**src/fmprf_pkg.sv**
```systemverilog
// Package for the first-match packet rule filter.
// Holds the word types, the opcode codes and the token handed along the cell chain.
// No dependencies.
package fmprf_pkg;

    // Width of the reported rule index.
    localparam int HIT_IDX_W = 4;

    // Operation codes carried in the opcode field.
    typedef enum logic {
        OP_ADD      = 1'b0,
        OP_CLASSIFY = 1'b1
    } t_opcode;

    // Input word: a rule to add or a packet header to classify.
    typedef struct packed {
        t_opcode     opcode;
        logic [31:0] src_ip;
        logic [31:0] dst_ip;
        logic [15:0] src_port;
        logic [15:0] dst_port;
        logic        src_wild;
        logic        dst_wild;
        logic        permit;
    } t_in;

    // Result word.
    typedef struct packed {
        logic                 allowed;
        logic                 hit;
        logic [HIT_IDX_W-1:0] hit_index;
        logic                 add_rejected;
    } t_out;

    // Packet header fields compared against each rule.
    typedef struct packed {
        logic [31:0] src_ip;
        logic [31:0] dst_ip;
        logic [15:0] src_port;
        logic [15:0] dst_port;
    } t_hdr;

    // Classify token passed from one cell to the next.
    typedef struct packed {
        logic                 valid;
        t_hdr                 hdr;
        logic                 found;
        logic                 allow;
        logic [HIT_IDX_W-1:0] idx;
    } t_token;

endpackage

```
**src/fmprf_cell.sv**
```systemverilog
// One rule cell of the first-match packet rule filter chain.
// Stores a single rule and forwards the classify token to its neighbor.
// Depends on fmprf_pkg.
module fmprf_cell #(
    parameter int K = 0
) (
    input  logic                i_clk,
    input  logic                i_rst_n,
    input  logic                i_wr_en,
    input  fmprf_pkg::t_in      i_rule,
    input  logic                i_active,
    input  fmprf_pkg::t_token   i_tok,
    output fmprf_pkg::t_token   o_tok
);

    localparam logic [fmprf_pkg::HIT_IDX_W-1:0] CELL_IDX = fmprf_pkg::HIT_IDX_W'(K);

    // Rule storage; contents are meaningless until written.
    logic [31:0] r_src_addr;
    logic [31:0] r_dst_addr;
    logic [15:0] r_src_port;
    logic [15:0] r_dst_port;
    logic        r_src_any;
    logic        r_dst_any;
    logic        r_allow;

    fmprf_pkg::t_token r_tok;
    fmprf_pkg::t_token n_tok;
    logic              w_match;

    // Rule write.
    always_ff @(posedge i_clk) begin
        if (i_wr_en) begin
            r_src_addr <= i_rule.src_ip;
            r_dst_addr <= i_rule.dst_ip;
            r_src_port <= i_rule.src_port;
            r_dst_port <= i_rule.dst_port;
            r_src_any  <= i_rule.src_wild;
            r_dst_any  <= i_rule.dst_wild;
            r_allow    <= i_rule.permit;
        end
    end

    // Compare the passing header against this rule; port 0 is a wildcard.
    always_comb begin
        w_match = (r_src_any || (r_src_addr == i_tok.hdr.src_ip)) &&
                  (r_dst_any || (r_dst_addr == i_tok.hdr.dst_ip)) &&
                  ((r_src_port == 16'd0) || (r_src_port == i_tok.hdr.src_port)) &&
                  ((r_dst_port == 16'd0) || (r_dst_port == i_tok.hdr.dst_port));
    end

    // The first matching cell claims the token; later cells leave it alone.
    always_comb begin
        n_tok = i_tok;
        if (i_tok.valid && i_active && !i_tok.found && w_match) begin
            n_tok.found = 1'b1;
            n_tok.allow = r_allow;
            n_tok.idx   = CELL_IDX;
        end
    end

    // Token register; reset drops any header in flight.
    always_ff @(posedge i_clk) begin
        if (!i_rst_n) begin
            r_tok <= '0;
        end else begin
            r_tok <= n_tok;
        end
    end

    assign o_tok = r_tok;

endmodule

```
**src/first_match_packet_rule_filter.sv**
```systemverilog
// Top level of the first-match packet rule filter.
// Instantiates a chain of fmprf_cell rule cells; depends on fmprf_pkg.
//
// Usage:
//   A word on i_in is taken at a rising edge where start is high and busy is low.
//   An add word (opcode OP_ADD) is written straight into the next free cell and
//   its result appears on o_out with o_strobe in the next cycle; busy stays low,
//   so a new word may follow in the very next cycle.
//   A classify word (opcode OP_CLASSIFY) walks the cell chain, one cell per
//   cycle, and the result register after the last cell strobes its result.
//   busy is high during the walk and drops as the result is strobed: the
//   chain carries one header at a time, so no new word is taken while busy is high.
//   Each result is shown for exactly one cycle; the receiver cannot stall it.
//   Rules are compared in insertion order; the first match decides allow or
//   deny, and no match means deny. An add to a full table is dropped and
//   flagged with add_rejected.
//   Reset (synchronous, active low) empties the table and clears busy and
//   any word in flight; no clearing pass is needed.
module first_match_packet_rule_filter #(
    parameter int MAX_RULES = 16
) (
    input  logic            i_clk,
    input  logic            i_rst_n,
    input  logic            start,
    output logic            busy,
    input  fmprf_pkg::t_in  i_in,
    output logic            o_strobe,
    output fmprf_pkg::t_out o_out
);

    localparam int CNT_W = $clog2(MAX_RULES + 1);

    logic [CNT_W-1:0]  r_count;
    logic [CNT_W-1:0]  n_count;
    logic              r_busy;
    logic              n_busy;
    logic              r_out_valid;
    logic              n_out_valid;
    fmprf_pkg::t_out   r_out;
    fmprf_pkg::t_out   n_out;

    logic              w_accept;
    logic              w_add;
    logic              w_full;
    fmprf_pkg::t_token w_tok [MAX_RULES+1];

    assign w_accept = start && !r_busy;
    assign w_add    = w_accept && (i_in.opcode == fmprf_pkg::OP_ADD);
    assign w_full   = (r_count >= CNT_W'(MAX_RULES));

    // Token entering the first cell.
    always_comb begin
        w_tok[0].valid = w_accept && (i_in.opcode == fmprf_pkg::OP_CLASSIFY);
        w_tok[0].hdr   = '{src_ip:   i_in.src_ip,
                           dst_ip:   i_in.dst_ip,
                           src_port: i_in.src_port,
                           dst_port: i_in.dst_port};
        w_tok[0].found = 1'b0;
        w_tok[0].allow = 1'b0;
        w_tok[0].idx   = '0;
    end

    // Rule cell chain.
    for (genvar k = 0; k < MAX_RULES; k++) begin : g_cell
        fmprf_cell #(
            .K (k)
        ) u_cell (
            .i_clk    (i_clk),
            .i_rst_n  (i_rst_n),
            .i_wr_en  (w_add && !w_full && (r_count == CNT_W'(k))),
            .i_rule   (i_in),
            .i_active (r_count > CNT_W'(k)),
            .i_tok    (w_tok[k]),
            .o_tok    (w_tok[k+1])
        );
    end

    // Rule count, busy flag and the result register.
    always_comb begin
        n_count     = r_count;
        n_busy      = r_busy;
        n_out_valid = 1'b0;
        n_out       = r_out;
        if (w_add) begin
            n_out_valid = 1'b1;
            n_out       = '0;
            if (w_full) begin
                n_out.add_rejected = 1'b1;
            end else begin
                n_count = r_count + CNT_W'(1);
            end
        end else if (w_accept) begin
            n_busy = 1'b1;
        end
        if (w_tok[MAX_RULES].valid) begin
            n_busy            = 1'b0;
            n_out_valid       = 1'b1;
            n_out.add_rejected = 1'b0;
            n_out.hit         = w_tok[MAX_RULES].found;
            n_out.allowed     = w_tok[MAX_RULES].found && w_tok[MAX_RULES].allow;
            n_out.hit_index   = w_tok[MAX_RULES].found ? w_tok[MAX_RULES].idx : '0;
        end
    end

    always_ff @(posedge i_clk) begin
        if (!i_rst_n) begin
            r_count     <= '0;
            r_busy      <= 1'b0;
            r_out_valid <= 1'b0;
        end else begin
            r_count     <= n_count;
            r_busy      <= n_busy;
            r_out_valid <= n_out_valid;
        end
    end

    always_ff @(posedge i_clk) begin
        r_out <= n_out;
    end

    assign busy     = r_busy;
    assign o_strobe = r_out_valid;
    assign o_out    = r_out;

endmodule

```
**config.mk**
```make
export PLATFORM = sky130hd
export DESIGN_NAME = first_match_packet_rule_filter
export DESIGN_NICKNAME = d
export VERILOG_FILES = /design/src/fmprf_pkg.sv /design/src/fmprf_cell.sv /design/src/first_match_packet_rule_filter.sv
export SDC_FILE = /design/constraint.sdc
export NUM_CORES = 2
export LEC_CHECK = 0
export BUFFER_PORTS_ARGS = -buffer_cell sky130_fd_sc_hd__buf_2
export CORE_MARGIN = 4
export CORE_UTILIZATION = 65
export CTS_CLUSTER_SIZE = 25
export DETAILED_ROUTE_END_ITERATION = 16
export HOLD_SLACK_MARGIN = 0.15
export PLACE_DENSITY = 0.86
export SETUP_SLACK_MARGIN = 0.3
export SYNTH_ARGS = -nofsm -noshare
export SYNTH_HDL_FRONTEND = slang
export SYNTH_SLANG_ARGS = --single-unit
```
**constraint.sdc**
```tcl
create_clock -name i_clk -period 18.5 [get_ports i_clk]
set_input_delay 0.925 -clock i_clk [delete_from_list [all_inputs] [get_ports i_clk]]
set_output_delay 0.925 -clock i_clk [all_outputs]
set_load 0.02 [all_outputs]
```
After elaboration in Yosys (flattened, before gate mapping)
Index checks and enable logic that the tools add are counted.
{ "word_totals": {"ff_bits": 3150, "latchBits": 0, "mem_bits_rw": 0, "mem_bits_ro": 0, "inputBits": 103, "output_inout_bits": 9, "n_memories": 0} }
{ "classes": {"n_addsub": 1, "mul": 0, "div": 0, "order_cmp": 17, "eq_ne": 79, "shifts": 0, "n_mux": 22, "bitwise": 4, "n_reduce_logical": 249} }
{ "op_table": {"columns": ["operator", "count"], "rows": [
  ["equality test 32 bit", 32],
  ["equality test 16 bit", 32],
  ["logical NOT 16 bit", 32],
  ["logical AND 1 bit", 116],
  ["two-way mux 6 bit", 16],
  ["logical OR 1 bit", 64],
  ["equality test 5 x 4 -> 1 bit, second input constant", 8],
  ["greater-than comparator 5 x 4 -> 1 bit, second input constant", 8],
  ["OR reduction 2 bit", 15],
  ["equality test 5 x 3 -> 1 bit, second input constant", 4],
  ["greater-than comparator 5 x 3 -> 1 bit, second input constant", 4],
  ["logical NOT 1 bit", 17],
  ["two-way mux 7 bit", 2],
  ["equality test 5 x 2 -> 1 bit, second input constant", 2],
  ["greater-than comparator 5 x 1 -> 1 bit, second input constant", 2],
  ["greater-than comparator 5 x 2 -> 1 bit, second input constant", 2],
  ["AND reduction 2 bit", 3],
  ["adder 5 x 1 -> 5 bit, second input constant", 1],
  ["equality test 5 x 1 -> 1 bit, second input constant", 1],
  [">= comparator 5 bit, second input constant", 1],
  ["logical NOT 5 bit", 1],
  ["two-way mux 4 bit", 1],
  ["NOT 1 bit", 4],
  ["two-way mux 1 bit", 3],
  ["nonzero test 2 bit", 1]
]} }

Logic depth before layout (Yosys ltp)
{ "depth": {"ltp_word": 7, "depth_mapped": 9} }

Modules after synthesis
From an unflattened synthesis, not the netlist that was laid out.
{ "unflattened": {"hier_cells": 7495, "area_unflattened_um2": 110972.7} }
{ "by_module_without_submodules": {"columns": ["module", "n_inst", "cells_each", "area_each_um2", "seq_area_each_um2"], "rows": [
  ["fmprf_cell at g_cell[10].u_cell ...", 6, 461, 6880.3, 5034.8],
  ["fmprf_cell at g_cell[1].u_cell ...", 4, 462, 6886.6, 5034.8],
  ["fmprf_cell at g_cell[11].u_cell ...", 4, 462, 6875.3, 5034.8],
  ["fmprf_cell at g_cell[15].u_cell", 1, 461, 6875.3, 5034.8],
  ["fmprf_cell at g_cell[0].u_cell", 1, 459, 6865.3, 5034.8],
  ["first_match_packet_rule_filter", 1, 113, 902.1, 340.3]
]} }

Worst setup path after synthesis
No wires, ideal clock.
{ "synth_timing": {"kind": "input to register", "start": "input start", "end": "register g_cell[10].u_cell.r_allow (enable)", "setup_ns": 0.569, "arrival_time_ns": 6.370, "required_time_ns": 17.931, "path_slack_ns": 11.561, "stages": 5, "path_buffers": 1, "cell_sequence": "nor3b_1 > and2_1 > clkbuf_1 > and3b_1 > nor2b_1"} }
{ "synth_via": {"elab_chain_len": 4} }
{ "synth_rtl": {"columns": ["element", "line_no", "rtl"], "rows": [
  ["from (decl)", "first_match_packet_rule_filter.sv:24", "input logic start,"],
  ["logical AND 1 bit", "first_match_packet_rule_filter.sv:47", "assign w_accept = start && !r_busy;"],
  ["logical AND 1 bit", "first_match_packet_rule_filter.sv:48", "assign w_add = w_accept && (i_in.opcode == fmprf_pkg::OP_ADD);"],
  ["logical AND 1 bit (2 in a row)", "first_match_packet_rule_filter.sv:70", ".i_wr_en (w_add && !w_full && (r_count == CNT_W'(k))),"],
  ["named net g_cell[10].u_cell.i_wr_en", "fmprf_cell.sv:9", "input logic i_wr_en,"],
  ["to (signal assigned)", "fmprf_cell.sv:40", "r_allow <= i_rule.permit;"],
  ["to (decl)", "fmprf_cell.sv:25", "logic r_allow;"]
]} }
The timed path passes the listed nets, and every way through them passes these cells.
A chain may end at the register's enable or synchronous reset.

Worst setup path after layout
{ "layout_timing": {"start": "input i_rst_n", "end": "register g_cell[13].u_cell.r_tok, in the netlist g_cell[13].u_cell.o_tok[89]"} }
{ "layout_rtl": {"columns": ["element", "line_no", "rtl"], "rows": [
  ["from (decl)", "first_match_packet_rule_filter.sv:23", "input logic i_rst_n,"],
  ["to (signal assigned)", "fmprf_cell.sv:67", "r_tok <= n_tok;"],
  ["to (decl)", "fmprf_cell.sv:27", "fmprf_pkg::t_token r_tok;"]
]} }
No word-level cell between the ends.

==> flow_summary.toml <==
[timing]
setup_tns_ns = 0
max_slew_margin = 0.06864
finClkSkew_ns = 0.05362
worst_slack_ns = 14.53
clock.fmax_mhz = 252.0
hold_viol = 0
finalSetupViolations = 0
rsz0062_at_grt = "no"
tightest_slew_ns = 1.394
post-route-period-util = 0.2145
layout_min_cycle_time_ns = 3.968
drv_slew = 0

[synth]
synth_cells = 7230
yosysSeqAreaShare = 0.7294
synth_seq_cells = 3135
syn_nets = 7337
yosysWarnings = 0
syn_area_um2 = 107900
synth_ff_type = "edfxtp_1"
yosysUniqueCellTypes = 51
synth_area_leaders = "edfxtp_1 (44%), dfxtp_1 (29%), xnor2_1 (8.9%)"
synth_edf_count = 1590
synth_top_area_cell = "edfxtp_1"
yosysTopAreaCellShare = 0.4426
async_flop_share = 0
avgSynthCellArea_um2 = 14.92

[worst_setup_path]
endpoint_kind = "flop"
required_ns = 19.33
crit_type = "input pin to flop"
max_stage_delay_ns = 1.04
path_cells = "buf_8, buf_4, buf_12, buf_4, and2_1"
startpoint_type = "input pin"
crit_path_max_fanout = 254
arrival_ns = 4.80
crit_top_cell = "buf_4"
critical_path.slowest_cell = "buf_4"
reg2reg_slack_ns = 14.62

[drt]
finalWirelength_um = 233900
drt-initial-drc-count = 5521
vias = 56810
routedWlPerCell_um = 23.43
drc_errors = 0
drtPass1Iterations = 5
ant_nets = 0
routed_via_density = 5.692

[place]
pre_cts_slack_ns = 13.87
gp_congestion = 0.8828
numPortBuffers = 111
dp_hpwl_um = 142100

[die]
dieArea_um2 = 172500
io_pins = 112
coreArea_um2 = 165000
rows = 149
die_y_um = 415.4
start_util = 0.6538
die_w_um = 415.4

[global_route]
antenna_found_initial = 11
grt_pass1_vias = 59850
gr-usage-all-layers = 0.2695
grt_max_degree = 255
grt_pass1_wl_um = 353600
grt-ovfl-total = 0

[clock_tree]
holdBufCountCts = 0
post_cts_resized = 0
tritoncts = "yes"
root_buffer = "clkbuf_16"
clk_path_buf_depth = 4
post-cts-setup-buffers = 0
cts_buffers = 303
htree_levels = 5
clkTransAtPathRegs_ns = 0.06
clk_latency_ns = 0.92
cts_sinks = 3135

[outcome]
outcome = "finished clean"

[finish]
utilization = 0.7345
syn_to_final_growth_pct = 12.34
layout.nets = 7666
final_layout_size_suffix_gt1_frac = 0.08715

[power_and_ir_drop]
total_leakage_power_nw = 42.00
p_per_area_nw_per_um2 = 113.5
peakVddDrop_mv = 0.1273

[run]
drv_cap = 0

[hold_path]
min_path_type = "input pin to flop"
==> cell type report <==
| class | count | area (um2) |
|---|---|---|
| Clock inverter | 123 | 1354 |
| Antenna cell | 1 | 2.502 |
| Clock buffer | 414 | 8511 |
| Inverter | 8 | 30.03 |
| Fill cell | 9051 | 43810 |
| Multi-Input combinational cell | 3905 | 28580 |
| Tap cell | 2189 | 2739 |
| Sequential cell | 3135 | 78680 |
| Timing Repair Buffer | 206 | 1291 |
==> cells by family after synthesis <==
| group | synth area share |
|---|---|
| muxes | 0.001485 |
| xor gates and xnor gates | 0.1250 |
| buffers and inverters | 0.006693 |
| AOI/OAI and AO/OA | 0.008409 |
| and+or+nand+nor | 0.1286 |
| DFF | 0.7294 |
| adders and majority gates | 0.0004640 |
==> synthesized netlist by cell type (4+ instances only) <==
cell type and n:
nand2_1 46, and3b_1 9, dfxtp_1 1545, o21ai_0 8, edfxtp_1 1590, mux2i_1 16
nor4_1 307, nand2b_1 7, a221oi_1 5, nor2_1 24, a221o_1 5, and4_1 5
ha_1 4, and3_1 11, xor2_1 448, a2111oi_4 6, xnor2_1 1091, and2_1 1469
inv_1 8, a21oi_1 34, clkbuf_1 176, nor3b_1 7, nand4_1 327, o21a_1 43
==> sequential cells by signal, indices dropped and copies added, names as in the netlist <==
signal                    cells
g_cell.u_cell.o_tok        1537
g_cell.u_cell.r_dst_addr    512
g_cell.u_cell.r_src_addr    512
g_cell.u_cell.r_dst_port    256
g_cell.u_cell.r_src_port    256
g_cell.u_cell.r_allow        16
g_cell.u_cell.r_dst_any      16
g_cell.u_cell.r_src_any      16
o_out                         7
r_count                       5
busy                          1
o_strobe                      1
==> worst max-delay path: cells and delay by family <==
family | cells | cell delay, ns
buffers and inverters | 4 | 3.06
and+or+nand+nor | 1 | 0.29
==> per-layer routing <==
layer  vias up  share of wire  track usage
met5         -              0            0
met4         0          0.042       0.1127
met3       604          0.070      0.04544
met2      2229           0.51       0.4745
met1     28290           0.37       0.3309
li1      25690              -            -
==> where the power goes <==
part           total [mW]  switching [mW]  internal [mW]
clock network        6.11            2.51           3.60
registers            7.38          0.0344           7.34
logic               0.264           0.193         0.0705
==> through the flow <==
step	cells	power (mW)	hold slack [ns]	area (um2)
global route	9980	14.11	0.3412	121200
CTS	9980	13.81	0.2820	121200
global placement	9443	7.771	0.4055	111300
finish	9981	13.76	0.3414	121200
detailed placement	9443	7.783	0.4092	111300
floorplan	7230	7.631	0.4045	107900
==> final timing paths <==
| kind | start | to | cells after the start |
|---|---|---|---|
| max | i_rst_n | g_cell[13].u_cell.o_tok[89] | 5 |
| max reg2reg | r_count[2] | g_cell[2].u_cell.r_src_addr[19] | 4 |
| min reg2reg | g_cell[1].u_cell.o_tok[0] | g_cell[2].u_cell.o_tok[0] | 2 |
| min | start | busy | 3 |
==> placed cells by master (no fill, tap or decap), drive strengths merged, types with 9 or more instances in the layout <==
cell type / netlist / routed
a2111oi: 9 / 9
clkbuf: 177 / 414
xnor2: 1091 / 1091
a21oi: 34 / 34
inv: 8 / 15
o21a: 43 / 43
buf: 5 / 206
mux2i: 16 / 16
nand2: 46 / 46
edfxtp: 1590 / 1590
and3: 11 / 11
and2: 1469 / 1469
and3b: 9 / 9
bufinv: 0 / 27
dfxtp: 1545 / 1545
nand4: 327 / 327
nor2: 24 / 24
nor4: 308 / 308
clkinv: 0 / 84
xor2: 448 / 448
(Power assumes the default switching activity.)
